--- config.mk ---
export PLATFORM = sky130hd
export DESIGN_NAME = sorted_date_key_table_core_flat
export DESIGN_NICKNAME = d
export VERILOG_FILES = /design/src/sdkt_pkg.sv /design/src/sdkt_if.sv /design/src/sorted_date_key_table_core.sv /design/src/flat_wrapper.sv
export SDC_FILE = /design/constraint.sdc
export NUM_CORES = 2
export LEC_CHECK = 0
export ABC_CLOCK_PERIOD_IN_PS = 12000
export BUFFER_PORTS_ARGS = -buffer_cell sky130_fd_sc_hd__clkbuf_2
export CAP_MARGIN = 30
export CORE_MARGIN = 2
export CORE_UTILIZATION = 35
export CTS_CLUSTER_SIZE = 30
export DETAILED_ROUTE_END_ITERATION = 8
export PLACE_DENSITY = 0.49
export SETUP_SLACK_MARGIN = 0.15
export SKIP_LAST_GASP = 1
export SYNTH_ARGS = -nofsm -noshare
export SYNTH_HDL_FRONTEND = slang
export SYNTH_SLANG_ARGS = --single-unit
--- constraint.sdc ---
create_clock -name i_clk -period 12 [get_ports i_clk]
set_input_delay 1.2 -clock i_clk [delete_from_list [all_inputs] [get_ports i_clk]]
set_output_delay 1.2 -clock i_clk [all_outputs]
set_load 0.1 [all_outputs]
--- src/sdkt_pkg.sv ---
// ----------------------------------------------------------------------------
// sdkt_pkg - shared definitions for the sorted date key table
// Field widths, status codes, default sizes and the key packing function.
// ----------------------------------------------------------------------------
package sdkt_pkg;

    // default sizes
    localparam int CAPACITY_DEF = 64;
    localparam int TAG_BITS_DEF = 16;

    // field widths
    localparam int CMD_W    = 1;
    localparam int MONTH_W  = 4;
    localparam int DAY_W    = 5;
    localparam int HOUR_W   = 5;
    localparam int MINUTE_W = 6;
    localparam int TAG_W    = 16;
    localparam int RIDX_W   = 6;
    localparam int STATUS_W = 3;
    localparam int POS_W    = 6;
    localparam int COUNT_W  = 7;
    localparam int KEY_W    = MONTH_W + DAY_W + HOUR_W + MINUTE_W;

    // date limits
    localparam int MAX_MONTH = 12;
    localparam int MAX_DAY   = 31;

    // commands
    localparam logic [CMD_W-1:0] CMD_INSERT = 1'b0;
    localparam logic [CMD_W-1:0] CMD_READ   = 1'b1;

    // result status codes
    localparam logic [STATUS_W-1:0] ST_OK      = 3'd0;
    localparam logic [STATUS_W-1:0] ST_END     = 3'd1;
    localparam logic [STATUS_W-1:0] ST_INVALID = 3'd2;
    localparam logic [STATUS_W-1:0] ST_FULL    = 3'd3;
    localparam logic [STATUS_W-1:0] ST_EMPTY   = 3'd4;

    // month, day, hour, minute packed so numeric order is date order
    function automatic logic [KEY_W-1:0] pack_key(
        input logic [MONTH_W-1:0]  month,
        input logic [DAY_W-1:0]    day,
        input logic [HOUR_W-1:0]   hour,
        input logic [MINUTE_W-1:0] minute
    );
        return {month, day, hour, minute};
    endfunction

endpackage

--- src/sdkt_if.sv ---
// ----------------------------------------------------------------------------
// sdkt_in_if / sdkt_out_if - command and result channels
// Valid/ready channels; a transaction moves on a clock edge with both high.
// ----------------------------------------------------------------------------
interface sdkt_in_if;
    logic                            valid;
    logic                            ready;
    logic [sdkt_pkg::CMD_W-1:0]      cmd;
    logic [sdkt_pkg::MONTH_W-1:0]    month;
    logic [sdkt_pkg::DAY_W-1:0]      day;
    logic [sdkt_pkg::HOUR_W-1:0]     hour;
    logic [sdkt_pkg::MINUTE_W-1:0]   minute;
    logic [sdkt_pkg::TAG_W-1:0]      tag;
    logic [sdkt_pkg::RIDX_W-1:0]     read_index;

    modport source (output valid, cmd, month, day, hour, minute, tag, read_index,
                    input ready);
    modport sink   (input valid, cmd, month, day, hour, minute, tag, read_index,
                    output ready);
endinterface

interface sdkt_out_if;
    logic                            valid;
    logic                            ready;
    logic [sdkt_pkg::STATUS_W-1:0]   status;
    logic [sdkt_pkg::POS_W-1:0]      position;
    logic [sdkt_pkg::MONTH_W-1:0]    out_month;
    logic [sdkt_pkg::DAY_W-1:0]      out_day;
    logic [sdkt_pkg::HOUR_W-1:0]     out_hour;
    logic [sdkt_pkg::MINUTE_W-1:0]   out_minute;
    logic [sdkt_pkg::TAG_W-1:0]      out_tag;
    logic [sdkt_pkg::COUNT_W-1:0]    entry_count;

    modport source (output valid, status, position, out_month, out_day, out_hour,
                    out_minute, out_tag, entry_count, input ready);
    modport sink   (input valid, status, position, out_month, out_day, out_hour,
                    out_minute, out_tag, entry_count, output ready);
endinterface

--- src/sorted_date_key_table_core.sv ---
// Timing: a read returns through the registered RAM read port; an empty read or a
//   rejected insert answers straight from idle; an accepted insert walks the table.
// Flow: one transaction at a time.
// Reset: synchronous active low; clears state, fill count and result valid.
//   The entry memory is not initialised and needs no clearing pass.
// ----------------------------------------------------------------------------
// sorted_date_key_table_core - date sorted entry table
// Holds up to CAPACITY (key, tag) entries in ascending key order in one
// synchronous RAM. Inserts walk down from the top, moving every entry whose
// key is >= the new key up one slot, then drop the new entry into the hole.
// ----------------------------------------------------------------------------
module sorted_date_key_table_core #(
    parameter int CAPACITY = sdkt_pkg::CAPACITY_DEF,
    parameter int TAG_BITS = sdkt_pkg::TAG_BITS_DEF
) (
    input  logic        i_clk,
    input  logic        i_rst_n,
    sdkt_in_if.sink     i_in,
    sdkt_out_if.source  o_out
);

    localparam int KEY_W = sdkt_pkg::KEY_W;
    localparam int ENT_W = KEY_W + TAG_BITS;
    localparam int IDX_W = (CAPACITY > 1) ? $clog2(CAPACITY) : 1;
    localparam int CNT_W = $clog2(CAPACITY + 1);
    // width for comparing read_index against the fill count
    localparam int CMP_W = (CNT_W > sdkt_pkg::RIDX_W) ? CNT_W : sdkt_pkg::RIDX_W;

    // sequencer states
    localparam logic [1:0] S_IDLE  = 2'd0;
    localparam logic [1:0] S_READ  = 2'd1;  // read data returning from RAM
    localparam logic [1:0] S_SHIFT = 2'd2;  // compare; move one entry up or write the new entry
    localparam logic [1:0] S_PLACE = 2'd3;  // write new entry into the hole

    // ------------------------------------------------------------------------
    // Entry RAM: {key, tag} per slot, one write and one registered read port
    // ------------------------------------------------------------------------
    logic [ENT_W-1:0] r_mem [CAPACITY];
    logic [ENT_W-1:0] r_rdata;
    logic             w_we;
    logic [IDX_W-1:0] w_waddr;
    logic [ENT_W-1:0] w_wdata;
    logic [IDX_W-1:0] w_raddr;

    always_ff @(posedge i_clk) begin
        if (w_we) begin
            r_mem[w_waddr] <= w_wdata;
        end
        r_rdata <= r_mem[w_raddr];
    end

    // ------------------------------------------------------------------------
    // Control and result registers
    // ------------------------------------------------------------------------
    logic [1:0]                      r_state, n_state;
    logic [CNT_W-1:0]                r_fill, n_fill;
    logic [IDX_W-1:0]                r_j, n_j;       // hole / read slot
    logic [KEY_W-1:0]                r_key, n_key;   // key being inserted
    logic [TAG_BITS-1:0]             r_tag, n_tag;
    logic                            r_out_valid, n_out_valid;
    logic [sdkt_pkg::STATUS_W-1:0]   r_status, n_status;
    logic [sdkt_pkg::POS_W-1:0]      r_pos, n_pos;
    logic [KEY_W-1:0]                r_out_key, n_out_key;
    logic [sdkt_pkg::TAG_W-1:0]      r_out_tag, n_out_tag;
    logic [sdkt_pkg::COUNT_W-1:0]    r_count, n_count;

    logic                            w_accept;
    logic [KEY_W-1:0]                w_new_key;
    logic [31:0]                     w_tag_in32;
    logic [31:0]                     w_tag_rd32;
    logic [KEY_W-1:0]                w_rd_key;
    logic [TAG_BITS-1:0]             w_rd_tag;
    logic                            w_ridx_ok;

    assign w_rd_key   = r_rdata[ENT_W-1 -: KEY_W];
    assign w_rd_tag   = r_rdata[TAG_BITS-1:0];
    assign w_tag_in32 = 32'(i_in.tag);
    assign w_tag_rd32 = 32'(w_rd_tag);
    assign w_new_key  = sdkt_pkg::pack_key(i_in.month, i_in.day, i_in.hour, i_in.minute);
    assign w_ridx_ok  = CMP_W'(i_in.read_index) < CMP_W'(r_fill);

    // one transaction in flight; the output register must be free or draining
    assign i_in.ready = (r_state == S_IDLE) && (!r_out_valid || o_out.ready);
    assign w_accept   = i_in.valid && i_in.ready;

    always_comb begin
        n_state     = r_state;
        n_fill      = r_fill;
        n_j         = r_j;
        n_key       = r_key;
        n_tag       = r_tag;
        n_out_valid = r_out_valid && !o_out.ready;
        n_status    = r_status;
        n_pos       = r_pos;
        n_out_key   = r_out_key;
        n_out_tag   = r_out_tag;
        n_count     = r_count;
        w_we        = 1'b0;
        w_waddr     = r_j;
        w_wdata     = {r_key, r_tag};
        w_raddr     = '0;

        unique case (r_state)
            S_IDLE: begin
                if (w_accept) begin
                    // defaults for an immediate result
                    n_pos     = '0;
                    n_out_key = '0;
                    n_out_tag = '0;
                    n_count   = sdkt_pkg::COUNT_W'(r_fill);
                    if (i_in.cmd == sdkt_pkg::CMD_READ) begin
                        if (w_ridx_ok) begin
                            n_j     = IDX_W'(i_in.read_index);
                            w_raddr = IDX_W'(i_in.read_index);
                            n_state = S_READ;
                        end else begin
                            n_status    = sdkt_pkg::ST_EMPTY;
                            n_pos       = i_in.read_index;
                            n_out_valid = 1'b1;
                        end
                    end else if (r_fill == CNT_W'(CAPACITY)) begin
                        n_status    = sdkt_pkg::ST_FULL;
                        n_out_valid = 1'b1;
                    end else if (i_in.month == '0 || i_in.day == '0) begin
                        n_status    = sdkt_pkg::ST_END;
                        n_out_valid = 1'b1;
                    end else if (i_in.month > sdkt_pkg::MONTH_W'(sdkt_pkg::MAX_MONTH) ||
                                 {1'b0, i_in.day} >
                                 (sdkt_pkg::DAY_W + 1)'(sdkt_pkg::MAX_DAY)) begin
                        n_status    = sdkt_pkg::ST_INVALID;
                        n_out_valid = 1'b1;
                    end else begin
                        n_key = w_new_key;
                        n_tag = w_tag_in32[TAG_BITS-1:0];
                        n_j   = IDX_W'(r_fill);
                        if (r_fill == '0) begin
                            n_state = S_PLACE;
                        end else begin
                            // fetch the current top entry
                            w_raddr = IDX_W'(r_fill - CNT_W'(1));
                            n_state = S_SHIFT;
                        end
                    end
                end
            end

            S_READ: begin
                n_status    = sdkt_pkg::ST_OK;
                n_pos       = sdkt_pkg::POS_W'(r_j);
                n_out_key   = w_rd_key;
                n_out_tag   = w_tag_rd32[sdkt_pkg::TAG_W-1:0];
                n_count     = sdkt_pkg::COUNT_W'(r_fill);
                n_out_valid = 1'b1;
                n_state     = S_IDLE;
            end

            S_SHIFT: begin
                // r_rdata holds entry r_j-1
                w_we    = 1'b1;
                w_waddr = r_j;
                if (w_rd_key >= r_key) begin
                    // move it up; a new entry goes ahead of equal keys
                    w_wdata = r_rdata;
                    n_j     = r_j - IDX_W'(1);
                    if (r_j == IDX_W'(1)) begin
                        n_state = S_PLACE;
                    end else begin
                        w_raddr = r_j - IDX_W'(1) - IDX_W'(1);
                    end
                end else begin
                    w_wdata     = {r_key, r_tag};
                    n_fill      = r_fill + CNT_W'(1);
                    n_status    = sdkt_pkg::ST_OK;
                    n_pos       = sdkt_pkg::POS_W'(r_j);
                    n_out_key   = '0;
                    n_out_tag   = '0;
                    n_count     = sdkt_pkg::COUNT_W'(n_fill);
                    n_out_valid = 1'b1;
                    n_state     = S_IDLE;
                end
            end

            S_PLACE: begin
                w_we        = 1'b1;
                w_waddr     = r_j;
                w_wdata     = {r_key, r_tag};
                n_fill      = r_fill + CNT_W'(1);
                n_status    = sdkt_pkg::ST_OK;
                n_pos       = sdkt_pkg::POS_W'(r_j);
                n_out_key   = '0;
                n_out_tag   = '0;
                n_count     = sdkt_pkg::COUNT_W'(n_fill);
                n_out_valid = 1'b1;
                n_state     = S_IDLE;
            end

            default: begin
                n_state = S_IDLE;
            end
        endcase
    end

    // control state
    always_ff @(posedge i_clk) begin
        if (!i_rst_n) begin
            r_state     <= S_IDLE;
            r_fill      <= '0;
            r_out_valid <= 1'b0;
        end else begin
            r_state     <= n_state;
            r_fill      <= n_fill;
            r_out_valid <= n_out_valid;
        end
    end

    // payload registers, no reset
    always_ff @(posedge i_clk) begin
        r_j       <= n_j;
        r_key     <= n_key;
        r_tag     <= n_tag;
        r_status  <= n_status;
        r_pos     <= n_pos;
        r_out_key <= n_out_key;
        r_out_tag <= n_out_tag;
        r_count   <= n_count;
    end

    // result channel
    assign o_out.valid       = r_out_valid;
    assign o_out.status      = r_status;
    assign o_out.position    = r_pos;
    assign o_out.out_month   = r_out_key[KEY_W-1 -: sdkt_pkg::MONTH_W];
    assign o_out.out_day     = r_out_key[sdkt_pkg::MINUTE_W + sdkt_pkg::HOUR_W +: sdkt_pkg::DAY_W];
    assign o_out.out_hour    = r_out_key[sdkt_pkg::MINUTE_W +: sdkt_pkg::HOUR_W];
    assign o_out.out_minute  = r_out_key[sdkt_pkg::MINUTE_W-1:0];
    assign o_out.out_tag     = r_out_tag;
    assign o_out.entry_count = r_count;

endmodule
--- src/flat_wrapper.sv ---
// flat-port wrapper written by rule: the top's interface ports become plain ports
module sorted_date_key_table_core_flat 
#(
    parameter int CAPACITY = sdkt_pkg::CAPACITY_DEF,
    parameter int TAG_BITS = sdkt_pkg::TAG_BITS_DEF
)
  (i_clk, i_rst_n, i_in_valid, i_in_cmd, i_in_month, i_in_day, i_in_hour, i_in_minute, i_in_tag, i_in_read_index, i_in_ready, o_out_valid, o_out_status, o_out_position, o_out_out_month, o_out_out_day, o_out_out_hour, o_out_out_minute, o_out_out_tag, o_out_entry_count, o_out_ready);
  sdkt_in_if i_in_i ();
  sdkt_out_if o_out_i ();
  input  logic i_clk;
  input  logic i_rst_n;
  input wire logic [$bits(i_in_i.valid)-1:0] i_in_valid;
  input wire logic [$bits(i_in_i.cmd)-1:0] i_in_cmd;
  input wire logic [$bits(i_in_i.month)-1:0] i_in_month;
  input wire logic [$bits(i_in_i.day)-1:0] i_in_day;
  input wire logic [$bits(i_in_i.hour)-1:0] i_in_hour;
  input wire logic [$bits(i_in_i.minute)-1:0] i_in_minute;
  input wire logic [$bits(i_in_i.tag)-1:0] i_in_tag;
  input wire logic [$bits(i_in_i.read_index)-1:0] i_in_read_index;
  output wire logic [$bits(i_in_i.ready)-1:0] i_in_ready;
  output wire logic [$bits(o_out_i.valid)-1:0] o_out_valid;
  output wire logic [$bits(o_out_i.status)-1:0] o_out_status;
  output wire logic [$bits(o_out_i.position)-1:0] o_out_position;
  output wire logic [$bits(o_out_i.out_month)-1:0] o_out_out_month;
  output wire logic [$bits(o_out_i.out_day)-1:0] o_out_out_day;
  output wire logic [$bits(o_out_i.out_hour)-1:0] o_out_out_hour;
  output wire logic [$bits(o_out_i.out_minute)-1:0] o_out_out_minute;
  output wire logic [$bits(o_out_i.out_tag)-1:0] o_out_out_tag;
  output wire logic [$bits(o_out_i.entry_count)-1:0] o_out_entry_count;
  input wire logic [$bits(o_out_i.ready)-1:0] o_out_ready;
  assign i_in_i.valid = i_in_valid;
  assign i_in_i.cmd = i_in_cmd;
  assign i_in_i.month = i_in_month;
  assign i_in_i.day = i_in_day;
  assign i_in_i.hour = i_in_hour;
  assign i_in_i.minute = i_in_minute;
  assign i_in_i.tag = i_in_tag;
  assign i_in_i.read_index = i_in_read_index;
  assign i_in_ready = i_in_i.ready;
  assign o_out_valid = o_out_i.valid;
  assign o_out_status = o_out_i.status;
  assign o_out_position = o_out_i.position;
  assign o_out_out_month = o_out_i.out_month;
  assign o_out_out_day = o_out_i.out_day;
  assign o_out_out_hour = o_out_i.out_hour;
  assign o_out_out_minute = o_out_i.out_minute;
  assign o_out_out_tag = o_out_i.out_tag;
  assign o_out_entry_count = o_out_i.entry_count;
  assign o_out_i.ready = o_out_ready;
  sorted_date_key_table_core #(.CAPACITY(CAPACITY), .TAG_BITS(TAG_BITS)) u_core (.i_clk(i_clk), .i_rst_n(i_rst_n), .i_in(i_in_i), .o_out(o_out_i));
endmodule
[Word level (Yosys, flattened, before mapping)]
Memories as Yosys holds them, arrays and structs flattened. A register that Yosys moved wholly into a read port is not among the register bits.
Cells that the tools add are included.
Word-level totals
  flip-flop bits (word level): 104
  memory bits (writable): 2304
  input port bits: 47
  output and inout port bits: 54
  word-level logic and storage cells: 123
  memories kept: 1
Memories
  u_core.r_mem: words 64, bits a word 36, rd ports 1, clocked after Yosys merged registers in 1, write ports 1, RTL line sorted_date_key_table_core.sv:38  | logic [ENT_W-1:0] r_mem [CAPACITY];
Cells by class
  $add $sub $neg: 4
  $lt $le $gt $ge: 3
  eq/ne operators: 15
  mux-type cells: 64
  bitwise logic cells: 4
  reduce and logical (&&, ||, !) cells: 21
Operator list (count)
  $mux 6: 20
  $pmux 20 s4: 1
  $mux 36: 2
  $pmux 16 s4: 1
  $mux 20: 2
  $mux 16: 2
  $pmux 7 s4: 1
  $pmux 6 s2: 2
  $mux 3: 7
  $ge 20x20->1: 1
  $pmux 6 s3: 1
  $sub 6x1->6 const B: 3
  $mux 2: 8
  $ne 3x3->1 const B: 5
  $mux 7: 2
  $pmux 7 s2: 1
  $reduce_and 6->1: 2
  $mux 1: 11
  $pmux 3 s3: 1
  $add 7x1->7 const B: 1
  $eq 7x7->1 const B: 1
  $logic_not 7->1: 1
  $lt 6x7->1: 1
  $reduce_and 7->1: 1
  other kinds (21): 33

[Depth between registers and ports, before layout]
  word-level depth: 8
  depth in mapped cells: 19
  mapped depth without buffers: 12

[Worst setup path after synthesis]
Ideal clock, no wire load.
  path type: register -> register
  start: register u_core.r_key[13]
  end: memory u_core.r_mem[0][33] (netlist bit) (data pin)
  library setup time: 0.702 ns
  data arrival time: 4.849 ns
  data required time: 11.298 ns
  slack: 6.449 ns
  cell stages (with the launch flop): 13
  buffers on the path: 3
  clock period less this slack: 5.551 ns
  cells stage by stage: edfxtp_1 -> inv_1 -> ha_1 -> a41o_1 -> a21oi_1 -> a2bb2oi_1 -> and2_1 -> clkbuf_1 -> and2_0 -> nor2_1 -> clkbuf_1 -> buf_1 -> o21ai_0
Between the ends
  cells in the longest elaborated chain, start to end: 3
Ends and longest elaborated chain
  from (decl): RTL line sorted_date_key_table_core.sv:58  | logic [KEY_W-1:0] r_key, n_key;
  from (signal assigned): RTL line sorted_date_key_table_core.sv:219  | r_key <= n_key;
  $ge 20x20->1: RTL line sorted_date_key_table_core.sv:161  | if (w_rd_key >= r_key) begin
  $mux 36: RTL line sorted_date_key_table_core.sv:161
  $mux 36: RTL line sorted_date_key_table_core.sv:103  | unique case (r_state)
  via u_core.w_wdata[33]: RTL line sorted_date_key_table_core.sv:42  | logic [ENT_W-1:0] w_wdata;
  to (decl): RTL line sorted_date_key_table_core.sv:38
The timed path passes the listed nets, and every way through them passes these cells.

[Worst setup path in the final report]
  start: register u_core.r_state[1]
  end: register u_core.r_rdata[28] (read register of u_core.r_mem)
Between the ends
  cells in the longest elaborated chain, start to end: 5
  elaborated cells between the ends (all ways): 6
  those cells by class: eq/ne: 1; mux: 2; reduce/logical: 3
Ends and longest elaborated chain
  from (decl): RTL line sorted_date_key_table_core.sv:55  | logic [1:0] r_state, n_state;
  from (signal assigned): RTL line sorted_date_key_table_core.sv:210  | r_state <= n_state;
  $logic_not 2->1: RTL line sorted_date_key_table_core.sv:83, sorted_date_key_table_core.sv:103
  $logic_and 1x1->1: RTL line sorted_date_key_table_core.sv:83  | assign i_in.ready = (r_state == S_IDLE) && (!r_out_valid || o_out.ready);
  $logic_and 1x1->1: RTL line sorted_date_key_table_core.sv:84  | assign w_accept = i_in.valid && i_in.ready;
  $mux 6: RTL line sorted_date_key_table_core.sv:105  | if (w_accept) begin
  $pmux 6 s2 (*): RTL line sorted_date_key_table_core.sv:103
  to (decl): RTL line sorted_date_key_table_core.sv:39  | logic [ENT_W-1:0] r_rdata;
Every way passes the cells marked *; elsewhere a longest branch is shown, timed or not.
A chain may end at the register's enable or synchronous reset.

==> impl_results.md <==
* Post-synth top area share at 0.7553
* Commonest cells post-synth: edfxtp_1, nand2_1, nand3_1
* Initial DRC Count at 7105
* Final Hold Viols at 0
* Largest net degree at the start of global routing at roughly 170
* Via density at 5.710
* Total power at roughly 20000 uW
* Synth Register Bits at 2444
* Number of flops mapped to enable cells by yosys at between 2000 and 2500
* IO Port Bufs at 100
* Register area share after synthesis at 0.7649
* WL final at 321.3 mm
* Tot GR Track Use at 0.2275
* Core Util, Final at 0.4065
* VDD IR max at about 160 uV
* Crit Path Max Fanout at roughly 170
* Max-slew violations at 0
* Clock buffer depth at 4
* Max-cap violations at 0
* CP Class: flop to flop
* TritonCTS clock tree: built
* Most common cell in the synthesized netlist: edfxtp_1
* # IOs at 101
* Share of layout cells above drive strength 1 at 0.1544
* Rows at 191
* Fin worst setup slack at 5158 ps
* Setup-failing EPs final at 0
* Hold-fix buffers, CTS at 0
* Async set or reset register ratio after synthesis at 0
* Routed WL per cell at 32.15 um
* P_leak at between 0.03 and 0.04 uW
* Total CTS buffers at approximately 280
* Cell variety after synth at 77
* First-pass GRT wire length at about 440 mm
* Top cells by area, synth: edfxtp_1, nand2_1, mux4_2
* Resized Gates After CTS at 0
* CORE AREA at 270800 um^2
* Actual slew at the worst max-slew pin at between 1000 and 1500 ps
* Synth area leader: edfxtp_1
* Final Wtd Congestion at between 0.8 and 0.9
* Root buf cell: clkbuf_16
* Initial DRT Pass Iterations at 6
* Nets at ~6300
* Clock Skews at between 60 and 70 ps
* Placed Cells at 9493
* Setup Buffers After CTS at 0
* RSZ-0062 raised after global routing: false
* Critical Path AT at between 7000 and 8000 ps
* Outcome: finished clean
* Die height at 525.9 um
* Area of the die at 276600 um^2
* DRT antenna net count at 0
* Startpoint types: flop
* Post-synthesis net count at roughly 6100
* DP Worst Slack at 4946 ps
* Initial Util at 0.3521
* Post-Syn Area at roughly 95000 um^2
* Non-Filler Instances at approximately 10000
* Reg clk slew, reported paths at ~60 ps
* Fmax at 146.2 MHz
* Worst min-delay path class: input pin to flop
* Detail Placement HPWL at 184.3 mm
* Hold depth at 1
* Clock Latency Late Sink at between 900 and 1000 ps
* # fillers at between 20000 and 25000
* Initial antenna violation count at 29
* Sequential cell area at about 73000 um^2
* Chip width at ~530 um
* Critical Path RT at 12850 ps
* Post-layout min period at 6842 ps
* Vias in the first global route at 54800
* Most used DFF post-synth: edfxtp_1
* Endpoint type of the worst setup path: flop
* Area delta synth->final at 15.44%
* Rel. slew slack at 0.2645
* Via Count at approximately 57000
* Area of the multi-input gates at about 22000 um^2
* Synth Warn # at 0
* Overflow after GRT at 0
* Syn_area_per_cell at 15.94 um^2
* Sink Count at about 2400
* DRC viols at 0
* Cells after Synth at 5980
* CTS H-Tree Depth at 5
* Reg2reg path depth at 13
* Final cycle utilization of the critical path at 0.5702
* PwrDens at ~190 nW/um^2
* Final setup TNS at 0 ps
metal layers:
layer  global-route usage  share of wire  routed length (um)  vias up
met5                    0        0.00039                 126        -
met4              0.08301          0.037               11850       18
met3              0.03761          0.074               23880      474
met2               0.3644           0.47              152100     2490
met1               0.3119           0.42              133400    30320
li1                     -              -                   -    23760
cells by family after synthesis:
family	share of synthesized area
AOI/OAI and AO/OA	0.05793
xor gates and xnor gates	0.002021
adders and majority gates	0.003937
buffers and inverters	0.01915
DFF	0.7649
muxes	0.06451
and+or+nand+nor	0.08754
worst paths after layout:
| check | endpoint | slack [ps] | from |
|---|---|---|---|
| min reg2reg | u_core.o_out.out_tag[13] | 580 | u_core.r_rdata[13] |
| max | u_core.r_rdata[28] | 5160 | u_core.r_state[1] |
| min | u_core.r_tag[4] | 450 | i_in_tag[4] |
| max reg2reg | u_core.r_rdata[28] | 5160 | u_core.r_state[1] |
report_power, final:
part           total (uW)  internal, uW  switching, uW
clock network        8080          4750           3320
logic                2550           562           1980
registers            9950          9740            217
cell type report:
class / count / area share
repair buffers: 315 / 0.02268
diodes: 23 / 0.0005229
flip-flops and latches: 2444 / 0.6626
well taps: 3570 / 0.04058
multi-input cells: 3134 / 0.1957
clock inverters: 111 / 0.008117
clock buffers: 364 / 0.06872
inverters: 32 / 0.001091
registers in the layout (all words and copies together) (netlist names):
signal                    count
u_core.o_out.out_tag         16
u_core.r_out_key             20
u_core.o_out.status           3
u_core.r_fill                 7
u_core.r_tag                 16
u_core.r_key                 20
u_core.r_rdata               36
u_core.r_state                2
u_core.o_out.position         6
u_core.r_j                    6
u_core.o_out.valid            1
u_core.o_out.entry_count      7
u_core.r_mem               2304
through the flow:
| step | area [um^2] | hold WS (ps) |
|---|---|---|
| after detailed placement | 101500 | 565.5 |
| final | 110100 | 453.2 |
| after global routing | 110000 | 410.9 |
| after global placement | 101200 | 558.2 |
| after floorplan | 95340 | 506.1 |
| after CTS | 110000 | 381.3 |
placed cells by master, fill, tap and decap left out, types with 26 or more instances in the layout:
master,synthesis,routed
a21oi_1,230,227
mux4_2,178,178
a211oi_1,31,31
clkbuf_2,0,100
clkinv_2,0,26
nor2_4,0,70
clkinv_1,0,64
clkbuf_1,178,70
o2111ai_1,38,36
or4_1,34,34
clkbuf_16,0,289
ha_1,30,30
nor2_1,127,51
nand2_1,1142,1125
and2_1,52,51
dfxtp_1,46,46
mux2i_1,205,205
buf_4,27,184
inv_1,32,32
a32oi_1,107,107
edfxtp_1,2398,2398
a31oi_1,48,48
nand3_1,368,368
o21ai_0,60,39
nand4_1,59,59
a22oi_1,113,113
critical path, stage by stage (launching register included):
cell and delay, ps:
dfxtp_1 620, nor2_1 900, nand3_1 670, o32ai_4 400
buf_4 430, or3_4 720, buf_12 750, buf_4 700
a21oi_1 150, a2111oi_0 640, nor3_1 170, buf_2 220
buf_4 190, nand4_1 70
(Power assumes the default switching activity.)
